--- src/rtl/infix_expression_evaluator_core_defines.svh ---
// ----------------------------------------------------------------------------
// Infix expression evaluator: assertion macros
// Concurrent assertion forms used by the evaluator back end.
// ----------------------------------------------------------------------------
`ifndef INFIX_EXPRESSION_EVALUATOR_CORE_DEFINES_SVH
`define INFIX_EXPRESSION_EVALUATOR_CORE_DEFINES_SVH

// Clocked assertion that is switched off while reset is high.
`define IED_ASSERT(lbl, clk, rst, prop, msg) \
   lbl: assert property (@(posedge clk) disable iff (rst) prop) else $error(msg);

// Clocked assertion that is checked on every edge, reset included.
`define IED_ASSERT_ALWAYS(lbl, clk, prop, msg) \
   lbl: assert property (@(posedge clk) prop) else $error(msg);

`endif

--- src/rtl/ied_pkg.sv ---
// ----------------------------------------------------------------------------
// Infix expression evaluator: package
// Symbol and operator codes, the token passed from front to back, the
// sequencer states and the fixed-point helper functions.
// ----------------------------------------------------------------------------
package ied_pkg;

   localparam logic [3:0] SYM_LAST_DIGIT = 4'd9;
   localparam logic [3:0] SYM_POINT      = 4'd10;
   localparam logic [3:0] SYM_ADD        = 4'd11;
   localparam logic [3:0] SYM_DIV        = 4'd14;

   localparam logic [3:0] MAX_FRAC_DIGITS = 4'd9;

   localparam logic [63:0] SMAX = 64'h7FFF_FFFF_FFFF_FFFF;
   localparam logic [63:0] SMIN = 64'h8000_0000_0000_0000;

   typedef enum logic [1:0] {
      OP_ADD = 2'd0,
      OP_SUB = 2'd1,
      OP_MUL = 2'd2,
      OP_DIV = 2'd3
   } op_type;

   typedef struct packed {
      logic [63:0] mant;
      logic [3:0]  frac;
      logic        has_op;
      op_type      op;
      logic        is_end;
   } tok_type;

   typedef enum logic [2:0] {
      S_IDLE,
      S_CONV,
      S_CHECK,
      S_RED,
      S_MUL,
      S_DIV,
      S_OUT
   } state_type;

   function automatic logic [63:0] pow10(input logic [3:0] n);
      logic [63:0] p;
      unique case (n)
         4'd0:    p = 64'd1;
         4'd1:    p = 64'd10;
         4'd2:    p = 64'd100;
         4'd3:    p = 64'd1000;
         4'd4:    p = 64'd10000;
         4'd5:    p = 64'd100000;
         4'd6:    p = 64'd1000000;
         4'd7:    p = 64'd10000000;
         4'd8:    p = 64'd100000000;
         default: p = 64'd1000000000;
      endcase
      return p;
   endfunction

   function automatic logic [63:0] mag(input logic [63:0] x);
      return x[63] ? (64'd0 - x) : x;
   endfunction

   function automatic logic [63:0] signed_sat(input logic [63:0] m, input logic neg,
                                              input logic ovf);
      logic [63:0] r;
      if (neg) begin
         r = (ovf || m > SMIN) ? SMIN : (64'd0 - m);
      end else begin
         r = (ovf || m > SMAX) ? SMAX : m;
      end
      return r;
   endfunction

   function automatic logic [63:0] fx_add(input logic [63:0] a, input logic [63:0] b);
      logic [63:0] s;
      s = a + b;
      if (a[63] == b[63] && s[63] != a[63]) begin
         s = a[63] ? SMIN : SMAX;
      end
      return s;
   endfunction

   function automatic logic [63:0] fx_sub(input logic [63:0] a, input logic [63:0] b);
      logic [63:0] d;
      d = a - b;
      if (a[63] != b[63] && d[63] != a[63]) begin
         d = a[63] ? SMIN : SMAX;
      end
      return d;
   endfunction

endpackage

--- src/rtl/ied_fifo.sv ---
// ----------------------------------------------------------------------------
// Infix expression evaluator: token queue
// Two-entry queue that decouples the front end from the back end.
// ----------------------------------------------------------------------------
module ied_fifo (
   input  logic             clock,
   input  logic             reset,
   input  logic             push,
   input  ied_pkg::tok_type din,
   output logic             full,
   input  logic             pop,
   output logic             valid,
   output ied_pkg::tok_type head
);
   import ied_pkg::*;

   tok_type    mem [2];
   logic       wr_ff, wr_in;
   logic       rd_ff, rd_in;
   logic [1:0] cnt_ff, cnt_in;

   assign full  = cnt_ff == 2'd2;
   assign valid = cnt_ff != 2'd0;
   assign head  = mem[rd_ff];

   always_comb begin
      wr_in  = push ? !wr_ff : wr_ff;
      rd_in  = pop ? !rd_ff : rd_ff;
      cnt_in = cnt_ff + {1'b0, push} - {1'b0, pop};
   end

   always_ff @(posedge clock) begin
      if (push) begin
         mem[wr_ff] <= din;
      end
   end

   always_ff @(posedge clock) begin
      if (reset) begin
         wr_ff  <= 1'b0;
         rd_ff  <= 1'b0;
         cnt_ff <= '0;
      end else begin
         wr_ff  <= wr_in;
         rd_ff  <= rd_in;
         cnt_ff <= cnt_in;
      end
   end
endmodule

--- config.mk ---
export PLATFORM = sky130hd
export DESIGN_NAME = ied_fifo
export DESIGN_NICKNAME = d
export VERILOG_FILES = /design/src/rtl/infix_expression_evaluator_core_defines.svh /design/src/rtl/ied_pkg.sv /design/src/rtl/ied_fifo.sv
export SDC_FILE = /design/constraint.sdc
export NUM_CORES = 1
export LEC_CHECK = 0
export ABC_AREA = 1
export BUFFER_PORTS_ARGS = -buffer_cell sky130_fd_sc_hd__buf_2
export CORE_MARGIN = 8
export CORE_UTILIZATION = 52
export CTS_CLUSTER_SIZE = 25
export DETAILED_ROUTE_END_ITERATION = 10
export GPL_TIMING_DRIVEN = 0
export PLACE_DENSITY = 0.81
export SLEW_MARGIN = 20
export SYNTH_ARGS = -nofsm -noshare
export SYNTH_HDL_FRONTEND = slang
export SYNTH_SLANG_ARGS = --single-unit
--- constraint.sdc ---
create_clock -name clock -period 4.57 [get_ports clock]
set_clock_uncertainty 0.1 [all_clocks]
set_input_delay 0.2285 -clock clock [delete_from_list [all_inputs] [get_ports clock]]
set_output_delay 0.2285 -clock clock [all_outputs]
set_load 0.01 [all_outputs]
==> results.yml <==
global_route:
  grt_pass1_vias: 3541
  grt_pass1_wl_mm: 18.3
  grt_max_degree: 44
  grt_use_total: 0.162
  grt_overflow: 0
  antenna_found_initial: 0
synth:
  netlist_instances: 255
  netlist_area_um2: 5770
  yosys_warnings: 0
  synth_area_leaders: "edfxtp_1 (75%), mux2_4 (18%), buf_12 (2.4%)"
  syn-num-nets: 333
  synth-simple-area-share: 0.00954
  synth_top_family_by_area: "multiplexers"
  synth_fa_ha_area_frac: 0.00433
  synth_compound_area_frac: 0.000867
  synthDistinctLibCells: 14
  synth_top_cell_by_area: "edfxtp_1"
  avgSynthCellArea_um2: 22.6
  yosysSeqAreaShare: 0.766
  synth-seq-cells: 149
  synthXorXnorAreaFrac: 0.00152
  synthDominantCellAreaShare: 0.749
  muxShareOfSynthArea: 0.186
critical_path:
  cp_num_buf_inv: 3
  critPathKind: "reg -> out"
  arrival_ns: 1.68
  reg2reg_slack_ns: 2.70
  slowest_delay_ns: 0.32
  path_cells: "buf_6 > buf_12 > mux2_4 > buf_2"
  reg2regPathDepth: 7
  rr_endpoint: "cnt_ff[0]"
  crit_family: "buffers and inverters"
  cp_max_fo: 10
  timing.rr.start: "cnt_ff[0]"
  worst_ep_required_time_ns: 4.24
  path_depth: 4
  worst_setup_path_start_kind: "flip-flop"
  endpoint_kind: "primary output"
  cp_slowest_cell: "dfxtp_1"
final_layout:
  area.growth.synth_to_final_pct: 40.9
  antenna_cells: 0
  utilization: 0.751
  final_nets: 581
  fillers: 633
  drive_gt1_frac: 0.512
floorplanning:
  num_rows: 38
  die_width_um: 121
  io_pins: 150
  dieArea_um2: 14700
  core_area_um2: 10800
  fp.dieH_um: 121
  initial_core_util: 0.533
route:
  final_antenna_net_count: 0
  vias_per_cell: 4.83
  drc: 0
  vias: 3169
  wire_per_inst_um: 17.9
  first_pass_iters: 4
  drt-initial-drc-count: 149
  wl_mm: 11.7
clocking:
  cts.htree.levels: 4
  ctsHoldBuffers: 76
  numCtsBuffers: 17
  cts_tree: "yes"
  cts_sinks: 149
  cts.path.max_buffers: 2
  path_clk_slew_ns: 0.06
  clk_latency_ns: 0.50
  cts_setup_buffers: 0
  cts_root_buf: "clkbuf_8"
  cts-resized-gates: 0
job:
  max_cap_violations: 0
sta:
  fin_crit_sh: 0.440
  fin_crit_ns: 2.01
  setup_slack_ns: 2.56
  hold_violations: 0
  rsz0062_at_grt: "no"
  maxSlewHeadroom: 0.718
  finalSetupViolCount: 0
  worstMarginPinSlew_ns: 0.424
  fmax_mhz: 498
  finalMaxSlewViolations: 0
min_path:
  hold_depth: 2
  hold_path.class: "in -> reg"
  hold_end: "mem[1][44]"
  min-delay-start: "din[44]"
power_and_ir_drop:
  vdd_drop_max_uv: 405
  powerDensity_nw_per_um2: 414
  power.leakage_nw: 3.31
placed_design:
  hpwl_mm: 7.20
  dp_slack_ns: 2.97
  routabilityCongestion: 0.693
  port_buffers: 149
run_status:
  status: "finished, final reports clean"
kinds of logic (layout without fill, tap and decap cells):
family / Yosys count / count (layout)
xor gates and xnor gates: 1 / 1
DFF: 149 / 149
muxes: 72 / 72
adders and majority gates: 2 / 2
AOI/OAI and AO/OA: 1 / 1
buffers and inverters: 16 / 277
and+or+nand+nor: 14 / 14
cell usage after synthesis (all sizes together):
cell type	instances
edfxtp	144
nor2	7
buf	8
inv	8
nand3	1
nor3	1
dfxtp	5
ha	2
a21oi	1
xnor2	1
nand2	5
mux2	72
flip-flops by register name, indices dropped and copies added (netlist names), named ones only:
| register | count |
|---|---|
| mem | 144 |
| cnt_ff | 2 |
| rd_ff | 1 |
| wr_ff | 1 |
worst max-delay path by stage:
| stage | startpoint | end | slack [ns] |
|---|---|---|---|
| after floorplan | wr_ff | mem[0][0] | 0.64 |
| after global placement | push | mem[0][3] | -1.11 |
| after detailed placement | wr_ff | mem[1][35] | 2.97 |
| after CTS | flip-flop | head[12] | 2.50 |
| after global routing | flip-flop | head[12] | 2.49 |
| final | flip-flop | head[12] | 2.56 |
layer usage:
layer  wire length, µm  GRT usage
met5                 0          0
met4               113     0.0486
met3               873     0.0563
met2              6180      0.286
met1              4550      0.181
power by group:
group          internal (mW)  switching, mW  total (mW)
clock network          0.816          0.486        1.30
registers               1.58         0.0203        1.60
logic                  0.260          0.202       0.462
total                   2.66          0.708        3.37
cell usage in the layout (no fill, tap or decap):
master         Yosys  routed
clkinv_2           0       4
xnor2_1            1       1
mux2_4            70      70
nand3_1            1       1
inv_1              8       7
dfxtp_1            5       5
buf_2              0     149
dlygate4sd3_1      0      76
bufinv_16          0       2
nor2_4             0       1
nor3_1             1       1
clkbuf_8           0       4
mux2_2             2       2
buf_16             0       3
ha_1               2       2
buf_6              1       1
clkinvlp_4         0       3
nand2_1            5       5
nor2_1             7       6
clkbuf_1           0       3
a21oi_1            1       1
buf_12             7       8
clkbuf_16          0      16
edfxtp_1         144     144
inv_4              0       1
area by class of cell:
type                       instances  area [µm²]  share of cell area
inverter                           8        32.5             0.00400
sequential                       149        4420               0.544
buffer                             8         151              0.0186
clock buffer                      23         467              0.0574
clock inverter                     9         103              0.0126
tap                              140         175              0.0215
multi-input combinational         90        1170               0.144
timing repair buffer             229        1610               0.198
stage by stage:
step	instances	hold slack (ns)	power, mW	instance area (µm²)	setup TNS [ns]
detailed placement	548	0.320	2.04	6810	0
CTS	656	0.317	3.39	8140	0
global route	656	0.326	3.48	8140	0
floorplan	255	0.200	1.88	5770	0
global placement	544	0.317	2.02	6690	-79.82
finish	656	0.349	3.37	8140	0
No activity file was read; power rests on OpenSTA's default activity.
