<file path="src/rtl/infix_expression_evaluator_core_defines.svh">
// ----------------------------------------------------------------------------
// Infix expression evaluator: assertion macros
// Concurrent assertion forms used by the evaluator back end.
// ----------------------------------------------------------------------------
`ifndef INFIX_EXPRESSION_EVALUATOR_CORE_DEFINES_SVH
`define INFIX_EXPRESSION_EVALUATOR_CORE_DEFINES_SVH

// Clocked assertion that is switched off while reset is high.
`define IED_ASSERT(lbl, clk, rst, prop, msg) \
   lbl: assert property (@(posedge clk) disable iff (rst) prop) else $error(msg);

// Clocked assertion that is checked on every edge, reset included.
`define IED_ASSERT_ALWAYS(lbl, clk, prop, msg) \
   lbl: assert property (@(posedge clk) prop) else $error(msg);

`endif

</file>
<file path="src/rtl/ied_pkg.sv">
// ----------------------------------------------------------------------------
// Infix expression evaluator: package
// Symbol and operator codes, the token passed from front to back, the
// sequencer states and the fixed-point helper functions.
// ----------------------------------------------------------------------------
package ied_pkg;

   localparam logic [3:0] SYM_LAST_DIGIT = 4'd9;
   localparam logic [3:0] SYM_POINT      = 4'd10;
   localparam logic [3:0] SYM_ADD        = 4'd11;
   localparam logic [3:0] SYM_DIV        = 4'd14;

   localparam logic [3:0] MAX_FRAC_DIGITS = 4'd9;

   localparam logic [63:0] SMAX = 64'h7FFF_FFFF_FFFF_FFFF;
   localparam logic [63:0] SMIN = 64'h8000_0000_0000_0000;

   typedef enum logic [1:0] {
      OP_ADD = 2'd0,
      OP_SUB = 2'd1,
      OP_MUL = 2'd2,
      OP_DIV = 2'd3
   } op_type;

   typedef struct packed {
      logic [63:0] mant;
      logic [3:0]  frac;
      logic        has_op;
      op_type      op;
      logic        is_end;
   } tok_type;

   typedef enum logic [2:0] {
      S_IDLE,
      S_CONV,
      S_CHECK,
      S_RED,
      S_MUL,
      S_DIV,
      S_OUT
   } state_type;

   function automatic logic [63:0] pow10(input logic [3:0] n);
      logic [63:0] p;
      unique case (n)
         4'd0:    p = 64'd1;
         4'd1:    p = 64'd10;
         4'd2:    p = 64'd100;
         4'd3:    p = 64'd1000;
         4'd4:    p = 64'd10000;
         4'd5:    p = 64'd100000;
         4'd6:    p = 64'd1000000;
         4'd7:    p = 64'd10000000;
         4'd8:    p = 64'd100000000;
         default: p = 64'd1000000000;
      endcase
      return p;
   endfunction

   function automatic logic [63:0] mag(input logic [63:0] x);
      return x[63] ? (64'd0 - x) : x;
   endfunction

   function automatic logic [63:0] signed_sat(input logic [63:0] m, input logic neg,
                                              input logic ovf);
      logic [63:0] r;
      if (neg) begin
         r = (ovf || m > SMIN) ? SMIN : (64'd0 - m);
      end else begin
         r = (ovf || m > SMAX) ? SMAX : m;
      end
      return r;
   endfunction

   function automatic logic [63:0] fx_add(input logic [63:0] a, input logic [63:0] b);
      logic [63:0] s;
      s = a + b;
      if (a[63] == b[63] && s[63] != a[63]) begin
         s = a[63] ? SMIN : SMAX;
      end
      return s;
   endfunction

   function automatic logic [63:0] fx_sub(input logic [63:0] a, input logic [63:0] b);
      logic [63:0] d;
      d = a - b;
      if (a[63] != b[63] && d[63] != a[63]) begin
         d = a[63] ? SMIN : SMAX;
      end
      return d;
   endfunction

endpackage

</file>
<file path="src/rtl/ied_channels.sv">
// ----------------------------------------------------------------------------
// Infix expression evaluator: channel interfaces
// Valid/ready channels for incoming symbols and outgoing results.
// ----------------------------------------------------------------------------
interface ied_req_if;
   logic       valid;
   logic       ready;
   logic [3:0] symbol;
   logic       end_of_expr;

   modport source (output valid, symbol, end_of_expr, input ready);
   modport sink   (input valid, symbol, end_of_expr, output ready);
endinterface


</file>
<file path="src/rtl/ied_front.sv">
// ----------------------------------------------------------------------------
// Infix expression evaluator: front end
// Accepts symbols, builds the decimal mantissa, and emits a token for each
// operator or end of expression.
// ----------------------------------------------------------------------------
module ied_front (
   input  logic            clock,
   input  logic            reset,
   ied_req_if.sink         req_chan,
   input  logic            q_full,
   output logic            tok_push,
   output ied_pkg::tok_type tok
);
   import ied_pkg::*;

   logic [63:0] mant_ff, mant_in;
   logic [3:0]  frac_ff, frac_in;
   logic        point_ff, point_in;
   logic [63:0] mant_nx;
   logic [3:0]  frac_nx;
   logic [67:0] times10;
   logic        accept;
   logic        is_digit;
   logic        is_op;
   logic [3:0]  op_diff;

   assign req_chan.ready = !q_full;
   assign accept   = req_chan.valid && req_chan.ready;
   assign is_digit = req_chan.symbol <= SYM_LAST_DIGIT;
   assign is_op    = req_chan.symbol >= SYM_ADD && req_chan.symbol <= SYM_DIV;
   assign op_diff  = req_chan.symbol - SYM_ADD;

   always_comb begin
      times10 = ({4'd0, mant_ff} << 3) + ({4'd0, mant_ff} << 1)
              + {64'd0, req_chan.symbol};
      mant_nx = mant_ff;
      frac_nx = frac_ff;
      if (is_digit && (!point_ff || frac_ff < MAX_FRAC_DIGITS)) begin
         mant_nx = (times10[67:64] != 4'd0) ? '1 : times10[63:0];
         if (point_ff) begin
            frac_nx = frac_ff + 4'd1;
         end
      end
   end

   always_comb begin
      tok.mant   = mant_nx;
      tok.frac   = frac_nx;
      tok.has_op = is_op;
      tok.op     = op_type'(op_diff[1:0]);
      tok.is_end = req_chan.end_of_expr;
      tok_push   = accept && (is_op || req_chan.end_of_expr);
   end

   always_comb begin
      mant_in  = mant_ff;
      frac_in  = frac_ff;
      point_in = point_ff;
      if (accept) begin
         if (is_op || req_chan.end_of_expr) begin
            mant_in  = '0;
            frac_in  = '0;
            point_in = 1'b0;
         end else begin
            mant_in  = mant_nx;
            frac_in  = frac_nx;
            point_in = point_ff || (req_chan.symbol == SYM_POINT);
         end
      end
   end

   always_ff @(posedge clock) begin
      if (reset) begin
         mant_ff  <= '0;
         frac_ff  <= '0;
         point_ff <= 1'b0;
      end else begin
         mant_ff  <= mant_in;
         frac_ff  <= frac_in;
         point_ff <= point_in;
      end
   end
endmodule

</file>
<file path="src/flat_wrapper.sv">
// flat-port wrapper written by rule: the top's interface ports become plain ports
module ied_front_flat import ied_pkg::*;
  (clock, reset, q_full, tok_push, tok, req_chan_valid, req_chan_symbol, req_chan_end_of_expr, req_chan_ready);
  ied_req_if req_chan_i ();
  input  logic clock;
  input  logic reset;
  input  logic q_full;
  output logic tok_push;
  output ied_pkg::tok_type tok;
  input wire logic [$bits(req_chan_i.valid)-1:0] req_chan_valid;
  input wire logic [$bits(req_chan_i.symbol)-1:0] req_chan_symbol;
  input wire logic [$bits(req_chan_i.end_of_expr)-1:0] req_chan_end_of_expr;
  output wire logic [$bits(req_chan_i.ready)-1:0] req_chan_ready;
  assign req_chan_i.valid = req_chan_valid;
  assign req_chan_i.symbol = req_chan_symbol;
  assign req_chan_i.end_of_expr = req_chan_end_of_expr;
  assign req_chan_ready = req_chan_i.ready;
  ied_front u_core (.clock(clock), .reset(reset), .req_chan(req_chan_i), .q_full(q_full), .tok_push(tok_push), .tok(tok));
endmodule
</file>
<file path="config.mk">
export PLATFORM = sky130hd
export DESIGN_NAME = ied_front_flat
export DESIGN_NICKNAME = d
export VERILOG_FILES = /design/src/rtl/infix_expression_evaluator_core_defines.svh /design/src/rtl/ied_pkg.sv /design/src/rtl/ied_channels.sv /design/src/rtl/ied_front.sv /design/src/flat_wrapper.sv
export SDC_FILE = /design/constraint.sdc
export NUM_CORES = 1
export LEC_CHECK = 0
export BUFFER_PORTS_ARGS = -buffer_cell sky130_fd_sc_hd__buf_2
export CAP_MARGIN = 20
export CORE_MARGIN = 5
export CORE_UTILIZATION = 55
export DETAILED_ROUTE_END_ITERATION = 7
export MAX_ROUTING_LAYER = met4
export PLACE_DENSITY = 0.75
export SLEW_MARGIN = 25
export SYNTH_ARGS = -nofsm -noshare
export SYNTH_HDL_FRONTEND = slang
export SYNTH_SLANG_ARGS = --single-unit
</file>
<file path="constraint.sdc">
create_clock -name clock -period 11.3 [get_ports clock]
set_input_delay 1.13 -clock clock [delete_from_list [all_inputs] [get_ports clock]]
set_output_delay 1.13 -clock clock [all_outputs]
set_load 0.05 [all_outputs]
</file>
==> results of run 1 <==
how the worst max path moves through the flow:
| stage | start | end | slack (ns) | depth (start not counted) |
|---|---|---|---|---|
| after detailed placement | req_chan_symbol[3] | tok[34] | 4.42 | 16 |
| after CTS | req_chan_symbol[3] | tok[34] | 4.37 | 16 |
| after global placement | req_chan_symbol[3] | tok[34] | 4.52 | 16 |
| after floorplan | req_chan_symbol[3] | tok[38] | 5.22 | 15 |
| after global routing | req_chan_symbol[3] | tok[34] | 4.04 | 16 |
| final | req_chan_symbol[3] | tok[45] | 4.37 | 16 |
cells by family after synthesis:
group / count (synthesis) / synth area share
AOI/OAI and AO/OA: 365 / 0.267
xor gates and xnor gates: 63 / 0.0661
and+or+nand+nor: 466 / 0.249
muxes: 2 / 0.00248
buffers and inverters: 112 / 0.0549
adders and majority gates: 135 / 0.199
DFF: 69 / 0.161
metal layers:
layer,global-route usage,vias to the layer above
met5,-,-
met2,0.417,368
met3,0.0279,36
met1,0.410,4258
met4,0.0826,0
li1,-,4517
layout make-up:
cell class	instances	area, um2
Clock buffer	10	229
Clock inverter	6	63.8
Fill cell	1448	5950
Inverter	37	139
Multi-Input combinational cell	1031	6760
Sequential cell	69	1380
Tap cell	211	264
Timing Repair Buffer	90	470
through the flow:
stage	std cells	total power [uW]	utilization	cell area [um2]
6_report	1454	973	0.610	9310
3_3_place_gp	1438	680	0.591	9020
5_1_grt	1454	1020	0.610	9310
3_5_place_dp	1438	682	0.591	9020
4_1_cts	1454	973	0.610	9310
2_1_floorplan	1212	596	-	8570
registers in the layout, indices dropped and copies added, names as in the netlist:
name             count
u_core.point_ff      1
u_core.frac_ff       4
u_core.mant_ff      64
power by group through the flow:
stage	clock [uW]	combinational [uW]	sequential, uW
6_report	292	417	264
5_1_grt	303	449	266
4_1_cts	294	415	264
3_5_place_dp	0	413	269
3_3_place_gp	0	411	269
2_1_floorplan	0	330	265
worst reg2reg max path, cell delays in order, from the launching register on:
cell and delay (ns):
sky130_fd_sc_hd__dfxtp_1 0.36, sky130_fd_sc_hd__fa_1 0.55, sky130_fd_sc_hd__inv_1 0.07, sky130_fd_sc_hd__fa_1 0.45
sky130_fd_sc_hd__nand2b_1 0.19, sky130_fd_sc_hd__a21oi_1 0.17, sky130_fd_sc_hd__o21ai_0 0.21, sky130_fd_sc_hd__a211oi_1 0.36
sky130_fd_sc_hd__o2111ai_1 0.24, sky130_fd_sc_hd__o311ai_1 0.37, sky130_fd_sc_hd__nor2_1 0.14, sky130_fd_sc_hd__o211ai_4 0.42
sky130_fd_sc_hd__buf_4 0.69, sky130_fd_sc_hd__nor3_1 0.21, sky130_fd_sc_hd__o22ai_1 0.20
layout by cell type, fill, tap and decap left out, drive strengths merged, types with 6 or more instances in the layout:
cell type	instances
nor2	170
ha	133
a21oi	126
nand2	111
buf	90
o21ai	73
dfxtp	69
nor3	64
nor4	38
inv	37
xnor2	35
nand4	31
o22ai	29
xor2	28
a21o	21
o21bai	18
a31oi	16
nand3	12
o31ai	11
and2	10
clkbuf	10
o21a	8
o211ai	8
a22oi	7
or2	7
or3	6
a221o	6
==> flow_metrics.tcl, run 1 <==
set metrics [dict create \
    number_of_instances_resized_during_post_cts_repair 0 \
    power_report.internal_total_uw 529 \
    synth.largest_area_cell "sky130_fd_sc_hd__ha_1" \
    grt_pass1_wl_mm 41.8 \
    critical_path_peak_fanout 77 \
    outcome "complete, no violations" \
    initial_core_util 0.562 \
    sequential_fraction_of_the_synthesis_area 0.161 \
    cts_setup_buffers 0 \
    whs_ns 0.501 \
    htreeDepth 3 \
    grt_util_all_layers 0.283 \
    mappedNetlistNets 1356 \
    clkTransAtPathRegs_ns 0.06 \
    cts_root_buf "sky130_fd_sc_hd__clkbuf_16" \
    power_density_mw_per_mm2 105 \
    grt_pass1_vias 8352 \
    worst_r2r_endpoint "u_core.mant_ff[36]$_SDFFE_PP0P_" \
    holdCritStartpoint "u_core.mant_ff[25]$_SDFFE_PP0P_" \
    cts_num_sinks 69 \
    finalMaxSlewViolations 0 \
    worst_slack_ns 4.37 \
    synth-main-ff-cell "sky130_fd_sc_hd__dfxtp_1" \
    clkPwrFrac 0.300 \
    gr-total-overflow 0 \
    post_drt_wl_per_cell_um 17.4 \
    cp.arrival_ns 5.80 \
    yosysMostFrequentCell "sky130_fd_sc_hd__nor2_1" \
    cts_hold_buf 0 \
    async_flop_share 0 \
    clk-insertion-delay-late_ns 0.35 \
    syn-mean-instance-area_um2 7.07 \
    placementRows 45 \
    worst_path_dominant_cell_family "compound AO/OA/AOI/OAI gates" \
    postRouteWirelength_mm 25.3 \
    die-height_um 135 \
    switching_share 0.456 \
    worstMarginPinSlew_ns 0.942 \
    max-vdd-ir-drop_mv 0.0677 \
    io_pins 83 \
    hold_critical_path_depth 2 \
    grt_max_degree 78 \
    cell_area_after_synthesis_mm2 0.00857 \
    design.die.area_mm2 0.0182 \
    synth-edff-count 0 \
    crit_required_ns 10.17 \
    element_type_at_the_critical_path_start "input pin" \
    fin_tns_setup_ns 0 \
    endpoints_failing_setup 0 \
    hpwlAfterDp_mm 19.3 \
    globalplace.congestion 0.984 \
    tritoncts.num_buffers 9 \
    maxUsedRoutingLayer "met4" \
    cp-end-kind "output port" \
    yosys_register_bits 69 \
    seq_power_share 0.271 \
    slew_headroom 0.369 \
    initial_antenna_violation_count 0 \
    maxCapViolations 0 \
    syn2layout_area_growth_pct 8.63 \
    synth_top_cells_by_count "sky130_fd_sc_hd__nor2_1 (170), sky130_fd_sc_hd__ha_1 (133), sky130_fd_sc_hd__a21oi_1 (125)" \
    drt_drc_violations_left 0 \
    place_ws_ns 4.42 \
    vias 9179 \
    cts_buffer_depth 2 \
    r2r_setup_slack_ns 6.60 \
    final_layout_size_suffix_gt1_frac 0.105 \
    hp-class "flop to flop" \
    antenna_cells_inserted 0 \
    final_min_period_over_clock_period 0.614 \
    maxClockFrequency_mhz 144 \
    p_leak_uw 0.00437 \
    final_antenna_net_count 0 \
    clock_skew_ns 0.00640 \
    ff2ff_path_depth 14 \
    ys_warn_count 0 \
    first_pass_iters 7 \
    crit_chain "buf_2 > fa_1 > inv_1 > fa_1 > nand2b_1 > a21oi_1 > o21ai_0 > a211oi_1 > o2111ai_1 > o311ai_1 > nor2_1 > o211ai_4 > buf_4 > nor3_1 > nor2_1 > buf_2" \
    wirelength_met1_mm 12.4 \
    critPathMaxStageDelay_ns 0.68 \
    finalHoldViolCount 0 \
    hold_end "u_core.mant_ff[25]$_SDFFE_PP0P_" \
    synth_largest_type_area_fraction 0.194 \
    setup_repair_after_global_routing_missed_its_margin "false" \
    net-switching-power_uw 444 \
    core_mm2 0.0153 \
    synthTopCellsByArea "sky130_fd_sc_hd__ha_1 (19%), sky130_fd_sc_hd__dfxtp_1 (16%), sky130_fd_sc_hd__nor2_1 (7.4%)" \
    critical_path.reg2reg.startpoint "u_core.mant_ff[0]$_SDFFE_PP0P_" \
    die_x_um 135 \
    syn-instance-count 1212 \
    num-nets-final 1382 \
    power_frac_comb 0.428 \
    min_period_ns 6.93 \
    detailroute.wirelength.met2_mm 10.8 \
    cpMaxStageDelayCell "sky130_fd_sc_hd__buf_4" \
    io_buffer_count 82 \
    detail_route.iter0.violations 1078 \
    timing_worst_setup_path_type "input pin to output port" \
    buf_inv_stages_crit_path 4 \
    vias_per_cell 6.31 \
    cts_tree "built" \
    detailroute.wirelength.met3_mm 1.67 \
    synth.lib_cells_used.distinct 71 \
]
Note: power is estimated with default switching activity, not from simulation.
==> inputs of run 2 (changes only) <==
--- a/config.mk
+++ b/config.mk
@@ -5,13 +5,14 @@
 export SDC_FILE = /design/constraint.sdc
 export NUM_CORES = 1
 export LEC_CHECK = 0
+export ABC_AREA = 1
 export BUFFER_PORTS_ARGS = -buffer_cell sky130_fd_sc_hd__buf_2
 export CAP_MARGIN = 20
 export CORE_MARGIN = 5
 export CORE_UTILIZATION = 55
 export DETAILED_ROUTE_END_ITERATION = 7
 export MAX_ROUTING_LAYER = met4
-export PLACE_DENSITY = 0.75
+export PLACE_DENSITY = 0.74
 export SLEW_MARGIN = 25
 export SYNTH_ARGS = -nofsm -noshare
 export SYNTH_HDL_FRONTEND = slang
==> constraint.sdc (replaced) <==
create_clock -name clock -period 6.9 [get_ports clock]
set_input_delay 0.69 -clock clock [delete_from_list [all_inputs] [get_ports clock]]
set_output_delay 0.69 -clock clock [all_outputs]
set_load 0.05 [all_outputs]
==> flow_metrics.tcl, run 2 <==
set metrics [dict create \
    worstMarginPinSlew_ns 1.03 \
    synth_top_cells_by_count "sky130_fd_sc_hd__nand2_1 (570), sky130_fd_sc_hd__inv_1 (273), sky130_fd_sc_hd__a21oi_1 (148)" \
    final_antenna_net_count 0 \
    fin_tns_setup_ns 0 \
    max-vdd-ir-drop_mv 0.124 \
    yosys_register_bits 69 \
    critical_path_peak_fanout 31 \
    detail_route.iter0.violations 822 \
    yosysMostFrequentCell "sky130_fd_sc_hd__nand2_1" \
    worst_slack_ns 1.62 \
    finalMaxSlewViolations 0 \
    synthTopCellsByArea "sky130_fd_sc_hd__nand2_1 (21%), sky130_fd_sc_hd__ha_1 (16%), sky130_fd_sc_hd__dfxtp_1 (13%)" \
    tritoncts.num_buffers 9 \
    cts_num_sinks 69 \
    element_type_at_the_critical_path_start "input pin" \
    cell_area_after_synthesis_mm2 0.0103 \
    setup.worst_path.start "req_chan_symbol[3]" \
    grt_pass1_vias 10200 \
    synth-main-ff-cell "sky130_fd_sc_hd__dfxtp_1" \
    synth_largest_type_area_fraction 0.207 \
    layout.cells.most_common "sky130_fd_sc_hd__nand2_1" \
    die_x_um 147 \
    syn2layout_area_growth_pct 7.65 \
    post_drt_wl_per_cell_um 16.1 \
    drt_drc_violations_left 0 \
    setup_repair_after_global_routing_missed_its_margin "false" \
    timing_worst_setup_path_type "input pin to output port" \
    clk-insertion-delay-late_ns 0.36 \
    cts_tree "built" \
    number_of_instances_resized_during_post_cts_repair 0 \
    maxClockFrequency_mhz 189 \
    holdCritStartpoint "u_core.frac_ff[3]$_SDFFE_PP0P_" \
    initial_core_util 0.556 \
    grt_util_all_layers 0.311 \
    final_layout_size_suffix_gt1_frac 0.112 \
    critical_path.reg2reg.startpoint "u_core.mant_ff[0]$_SDFFE_PP0P_" \
    power_density_mw_per_mm2 123 \
    first_pass_iters 5 \
    placementRows 50 \
    final_min_period_over_clock_period 0.765 \
    sequential_fraction_of_the_synthesis_area 0.134 \
    cts_hold_buf 0 \
    mappedNetlistNets 1928 \
    cts_buffer_depth 2 \
    slew_headroom 0.315 \
    grt_pass1_wl_mm 53.2 \
    antenna_cells_inserted 0 \
    vias_per_cell 5.38 \
    cp-end-kind "output port" \
    hp-class "flop to flop" \
    design.die.area_mm2 0.0216 \
    finalHoldViolCount 0 \
    cts_setup_buffers 0 \
    async_flop_share 0 \
    ys_warn_count 0 \
    io_buffer_count 82 \
    endpoints_failing_setup 0 \
    io_pins 83 \
    r2r_setup_slack_ns 2.83 \
    register_with_the_most_flip_flops "u_core.mant_ff" \
    hpwlAfterDp_mm 27.2 \
    place_ws_ns 1.66 \
    crit_required_ns 6.21 \
    p_leak_uw 0.00647 \
    largest_reg_flops 64 \
    layout.cells.most_common_list "sky130_fd_sc_hd__nand2_1 (569), sky130_fd_sc_hd__inv_1 (272), sky130_fd_sc_hd__a21oi_1 (148)" \
    cp.arrival_ns 4.59 \
    maxCapViolations 0 \
    syn-instance-count 1784 \
    core_mm2 0.0186 \
    clkTransAtPathRegs_ns 0.07 \
    grt_max_degree 79 \
    biggestRegsByFlops "u_core.mant_ff (64), u_core.frac_ff (4), u_core.point_ff (1)" \
    cts_root_buf "sky130_fd_sc_hd__clkbuf_16" \
    synth.largest_area_cell "sky130_fd_sc_hd__nand2_1" \
    postRouteWirelength_mm 33.4 \
    syn-mean-instance-area_um2 5.79 \
    globalplace.congestion 1.00 \
    initial_antenna_violation_count 0 \
    min_period_ns 5.28 \
    gr-total-overflow 0 \
    vias 11200 \
    synth-edff-count 0 \
    num-nets-final 1981 \
    clock_skew_ns 0.0109 \
    synth.lib_cells_used.distinct 42 \
    outcome "complete, no violations" \
    die-height_um 147 \
    htreeDepth 3 \
]
-- run 2: path summary, 6_finish.rpt --
path,cells after the start,endpoint
hold reg to reg,2,u_core.frac_ff[3]$_SDFFE_PP0P_
setup reg to reg,20,u_core.mant_ff[33]$_SDFFE_PP0P_
hold / removal,2,u_core.frac_ff[3]$_SDFFE_PP0P_
setup / recovery,22,tok[41]
-- run 2: area by class of cell --
type | instances | area (um2)
Clock buffer | 10 | 239
Sequential cell | 69 | 1380
Multi-Input combinational cell | 1396 | 7690
Timing Repair Buffer | 87 | 448
Tap cell | 234 | 293
Fill cell | 1920 | 7460
Inverter | 274 | 1030
Clock inverter | 6 | 38.8
-- run 2: logic make-up (layout without fill, tap and decap cells) --
family	Yosys count	in the layout	synth area share
DFF	69	69	0.134
buffers and inverters	319	377	0.122
AOI/OAI and AO/OA	212	212	0.112
adders and majority gates	135	135	0.165
xor gates and xnor gates	42	42	0.0356
and+or+nand+nor	1007	1007	0.431
-- run 2: worst max-delay path, stage by stage --
cell	delay (ns)
sky130_fd_sc_hd__buf_2	0.13
sky130_fd_sc_hd__fa_1	0.56
sky130_fd_sc_hd__inv_1	0.06
sky130_fd_sc_hd__fa_1	0.44
sky130_fd_sc_hd__inv_1	0.12
sky130_fd_sc_hd__nand2_1	0.08
sky130_fd_sc_hd__nand2_1	0.07
sky130_fd_sc_hd__nand3_1	0.09
sky130_fd_sc_hd__nand2_2	0.12
sky130_fd_sc_hd__nand2_1	0.07
sky130_fd_sc_hd__nand2_2	0.13
sky130_fd_sc_hd__nand2_1	0.08
sky130_fd_sc_hd__nand2_2	0.16
sky130_fd_sc_hd__nand2_2	0.09
sky130_fd_sc_hd__nand3_1	0.09
sky130_fd_sc_hd__nand2_2	0.10
sky130_fd_sc_hd__nor2_4	0.51
sky130_fd_sc_hd__buf_4	0.45
sky130_fd_sc_hd__nand3_1	0.17
sky130_fd_sc_hd__nand2_1	0.12
sky130_fd_sc_hd__inv_1	0.04
sky130_fd_sc_hd__buf_2	0.20
-- run 2: power by group --
| part | internal (uW) | switching, uW |
|---|---|---|
| clock | 253 | 221 |
| combinational | 126 | 347 |
| sequential | 407 | 10.6 |
-- run 2: stage by stage --
stage / hold slack (ns) / instances / power, uW / util / cell area, um2
after floorplan: 0.458 / 1784 / 805 / - / 10300
after global placement: 0.469 / 2060 / 890 / 0.584 / 10800
after detailed placement: 0.478 / 2060 / 897 / 0.584 / 10800
after CTS: 0.488 / 2076 / 1360 / 0.599 / 11100
after global routing: 0.507 / 2076 / 1420 / 0.599 / 11100
final: 0.492 / 2076 / 1360 / 0.599 / 11100
-- run 2: per-layer routing --
layer  global-route usage  up-vias  part of all wire
li1                     -     5766                 -
met1                0.432     5053              0.48
met2                0.489      325              0.45
met3               0.0336       34             0.052
met4               0.0685        0             0.016
met5                    -        -                 0
==> inputs of run 3 (changes only) <==
--- a/config.mk
+++ b/config.mk
@@ -12,7 +12,7 @@
 export CORE_UTILIZATION = 55
 export DETAILED_ROUTE_END_ITERATION = 7
 export MAX_ROUTING_LAYER = met4
-export PLACE_DENSITY = 0.74
+export PLACE_DENSITY = 0.77
 export SLEW_MARGIN = 25
 export SYNTH_ARGS = -nofsm -noshare
 export SYNTH_HDL_FRONTEND = slang
==> constraint.sdc (replaced) <==
create_clock -name clock -period 4.23 [get_ports clock]
set_input_delay 0.423 -clock clock [delete_from_list [all_inputs] [get_ports clock]]
set_output_delay 0.423 -clock clock [all_outputs]
set_load 0.05 [all_outputs]
==> flow_metrics.tcl, run 3 (synthesis results as in run 2) <==
set metrics [dict create \
    io_buffer_count 82 \
    drt_drc_violations_left 0 \
    grt_pass1_wl_mm 54.9 \
    final_min_period_over_clock_period 0.961 \
    detail_route.iter0.violations 1042 \
    cts_num_sinks 69 \
    critical_path.reg2reg.startpoint "u_core.mant_ff[6]$_SDFFE_PP0P_" \
    gr-total-overflow 0 \
    switching_share 0.402 \
    cp-end-kind "output port" \
    die_x_um 147 \
    finalHoldViolCount 0 \
    largest_reg_flops 64 \
    critPathMostFrequentCell "sky130_fd_sc_hd__nand2_2" \
    placementRows 50 \
    outcome "complete, no violations" \
    finish.instance_area_mm2 0.0117 \
    core_mm2 0.0186 \
    endpoints_failing_setup 0 \
    worst_r2r_endpoint "u_core.mant_ff[0]$_SDFFE_PP0P_" \
    design.die.area_mm2 0.0216 \
    cts_root_buf "sky130_fd_sc_hd__clkbuf_16" \
    fin_tns_setup_ns 0 \
    buf_inv_stages_crit_path 4 \
    timing.critical_path.to "tok[61]" \
    layout.cells.most_common_list "sky130_fd_sc_hd__nand2_1 (568), sky130_fd_sc_hd__inv_1 (271), sky130_fd_sc_hd__a21oi_1 (143)" \
    post_layout_nonfiller_instances 2100 \
    num-nets-final 2005 \
    cp.arrival_ns 3.64 \
    layout.cells.most_common "sky130_fd_sc_hd__nand2_1" \
    clkPwrFrac 0.342 \
    power_density_mw_per_mm2 201 \
    p_leak_uw 0.00672 \
    biggestRegsByFlops "u_core.mant_ff (64), u_core.frac_ff (4), u_core.point_ff (1)" \
    cts_buffer_depth 2 \
    element_type_at_the_critical_path_start "flop" \
    first_pass_iters 8 \
    io_pins 83 \
    placedCellCount 2069 \
    post_drt_wl_per_cell_um 16.6 \
    worstMarginPinSlew_ns 0.791 \
    power_frac_comb 0.369 \
    timing_worst_setup_path_type "flop to output port" \
    r2r_setup_slack_ns 0.91 \
    hp-class "input pin to flop" \
    syn2layout_area_growth_pct 13.3 \
    maxCapViolations 0 \
    critical_path_cell_count 20 \
    htreeDepth 3 \
    clock_skew_ns 0.00931 \
    finalMaxSlewViolations 0 \
    tritoncts.num_buffers 9 \
    grt_max_degree 71 \
    antenna_cells_inserted 0 \
    ff2ff_path_depth 20 \
    initial_core_util 0.556 \
    hpwlAfterDp_mm 27.3 \
    crit_chain "ha_1 > ha_1 > nand2_2 > inv_1 > a21oi_2 > nand2_2 > nand2_1 > nand2_2 > nand2_2 > nand2_2 > nand2_4 > nand2_1 > nand2_1 > nand2_2 > nor2_8 > buf_6 > buf_12 > nand4_1 > and2_1 > buf_2" \
    critPathMaxStageDelay_ns 0.40 \
    slew_headroom 0.472 \
    clkTransAtPathRegs_ns 0.06 \
    maxClockFrequency_mhz 246 \
    worst_path_dominant_cell_family "simple AND/OR/NAND/NOR gates" \
    grt_pass1_vias 10500 \
    initial_antenna_violation_count 0 \
    final_antenna_net_count 0 \
    power_report.internal_total_uw 1410 \
    globalplace.congestion 1.04 \
    placed_cell_area_mm2 0.0110 \
    vias_per_cell 5.47 \
    nFillCells 1848 \
    final_layout_size_suffix_gt1_frac 0.135 \
    clk-insertion-delay-late_ns 0.35 \
    vias 11500 \
    cpMaxStageDelayCell "sky130_fd_sc_hd__dfxtp_1" \
    postRouteWirelength_mm 35.0 \
    critical_path_peak_fanout 7 \
    cts_tree "built" \
    max-vdd-ir-drop_mv 0.182 \
    seq_power_share 0.289 \
    min_period_ns 4.06 \
    whs_ns 0.419 \
    register_with_the_most_flip_flops "u_core.mant_ff" \
    net-switching-power_uw 948 \
    grt_util_all_layers 0.320 \
    power_consumption_uw 2360 \
    die-height_um 147 \
    crit_required_ns 3.81 \
    setup.worst_path.start "u_core.mant_ff[6]$_SDFFE_PP0P_" \
]
-- run 3: cell count changes in the layout (fill, tap and decap cells not counted), moves of 3 or more --
cell / before / now
sky130_fd_sc_hd__nand3_1: 134 / 131
sky130_fd_sc_hd__buf_2: 82 / 42
sky130_fd_sc_hd__a21oi_1: 148 / 143
sky130_fd_sc_hd__a21oi_2: 2 / 7
sky130_fd_sc_hd__buf_12: 0 / 6
sky130_fd_sc_hd__buf_16: 0 / 4
sky130_fd_sc_hd__ha_2: 0 / 4
sky130_fd_sc_hd__ha_1: 133 / 129
sky130_fd_sc_hd__buf_6: 0 / 6
sky130_fd_sc_hd__buf_4: 5 / 51
-- run 3: power by group through the flow --
stage	Combinational [uW]	Sequential [uW]	Clock (uW)
after floorplan	623	690	0
after detailed placement	786	696	0
after CTS	843	681	812
after global routing	932	683	837
after global placement	776	695	0
final	870	681	808
-- run 3: per-layer routing --
metal  global-route usage  share of wire  vias to the layer above  routed length [um]
met5                    -              0                        -                   0
met4               0.0596          0.016                        0                 563
met3               0.0392          0.070                       48                2440
met2                0.507           0.45                      420               15600
met1                0.443           0.47                     5216               16300
li1                     -              -                     5809                   -
-- run 3: repair_timing --
item | CTS | global route
gates cloned | 4 | 1
setup endpoints to repair | 62 | 64
setup buffers | 5 | 5
pin swaps | 2 | 6
hold buffers | 0 | 0
resized for setup | 36 | 51
-- run 3: worst min path at each step --
stage | startpoint | to | slack, ns | cells past startpoint
after floorplan | u_core.frac_ff[2]$_SDFFE_PP0P_ | u_core.frac_ff[2]$_SDFFE_PP0P_ | 0.46 | 2
after global placement | u_core.frac_ff[3]$_SDFFE_PP0P_ | u_core.frac_ff[3]$_SDFFE_PP0P_ | 0.47 | 2
after detailed placement | u_core.frac_ff[3]$_SDFFE_PP0P_ | u_core.frac_ff[3]$_SDFFE_PP0P_ | 0.48 | 2
after CTS | req_chan_end_of_expr | u_core.point_ff$_SDFFE_PP0P_ | 0.42 | 4
after global routing | req_chan_end_of_expr | u_core.point_ff$_SDFFE_PP0P_ | 0.47 | 4
final | req_chan_end_of_expr | u_core.point_ff$_SDFFE_PP0P_ | 0.42 | 4
-- run 3: area by class of cell --
cell class	instances	area, um2	share of cell area
multi-input cells	1396	7790	0.665
flip-flops and latches	69	1390	0.118
inverters	274	1030	0.0878
repair buffers	111	923	0.0788
well taps	234	293	0.0250
clock buffers	12	246	0.0210
clock inverters	4	47.5	0.00406
-- run 3: worst min-delay path, stage by stage --
cell and delay [ns]:
sky130_fd_sc_hd__buf_2 0.10, sky130_fd_sc_hd__nor2_1 0.04, sky130_fd_sc_hd__nor2_1 0.10, sky130_fd_sc_hd__nor3_1 0.05
-- run 3: metrics by stage --
step | util | setup slack (ns)
2_1_floorplan | - | 0.711
6_report | 0.630 | 0.165
5_1_grt | 0.630 | -0.00771
3_3_place_gp | 0.590 | 0.0880
4_1_cts | 0.620 | -0.0135
3_5_place_dp | 0.590 | 0.0510
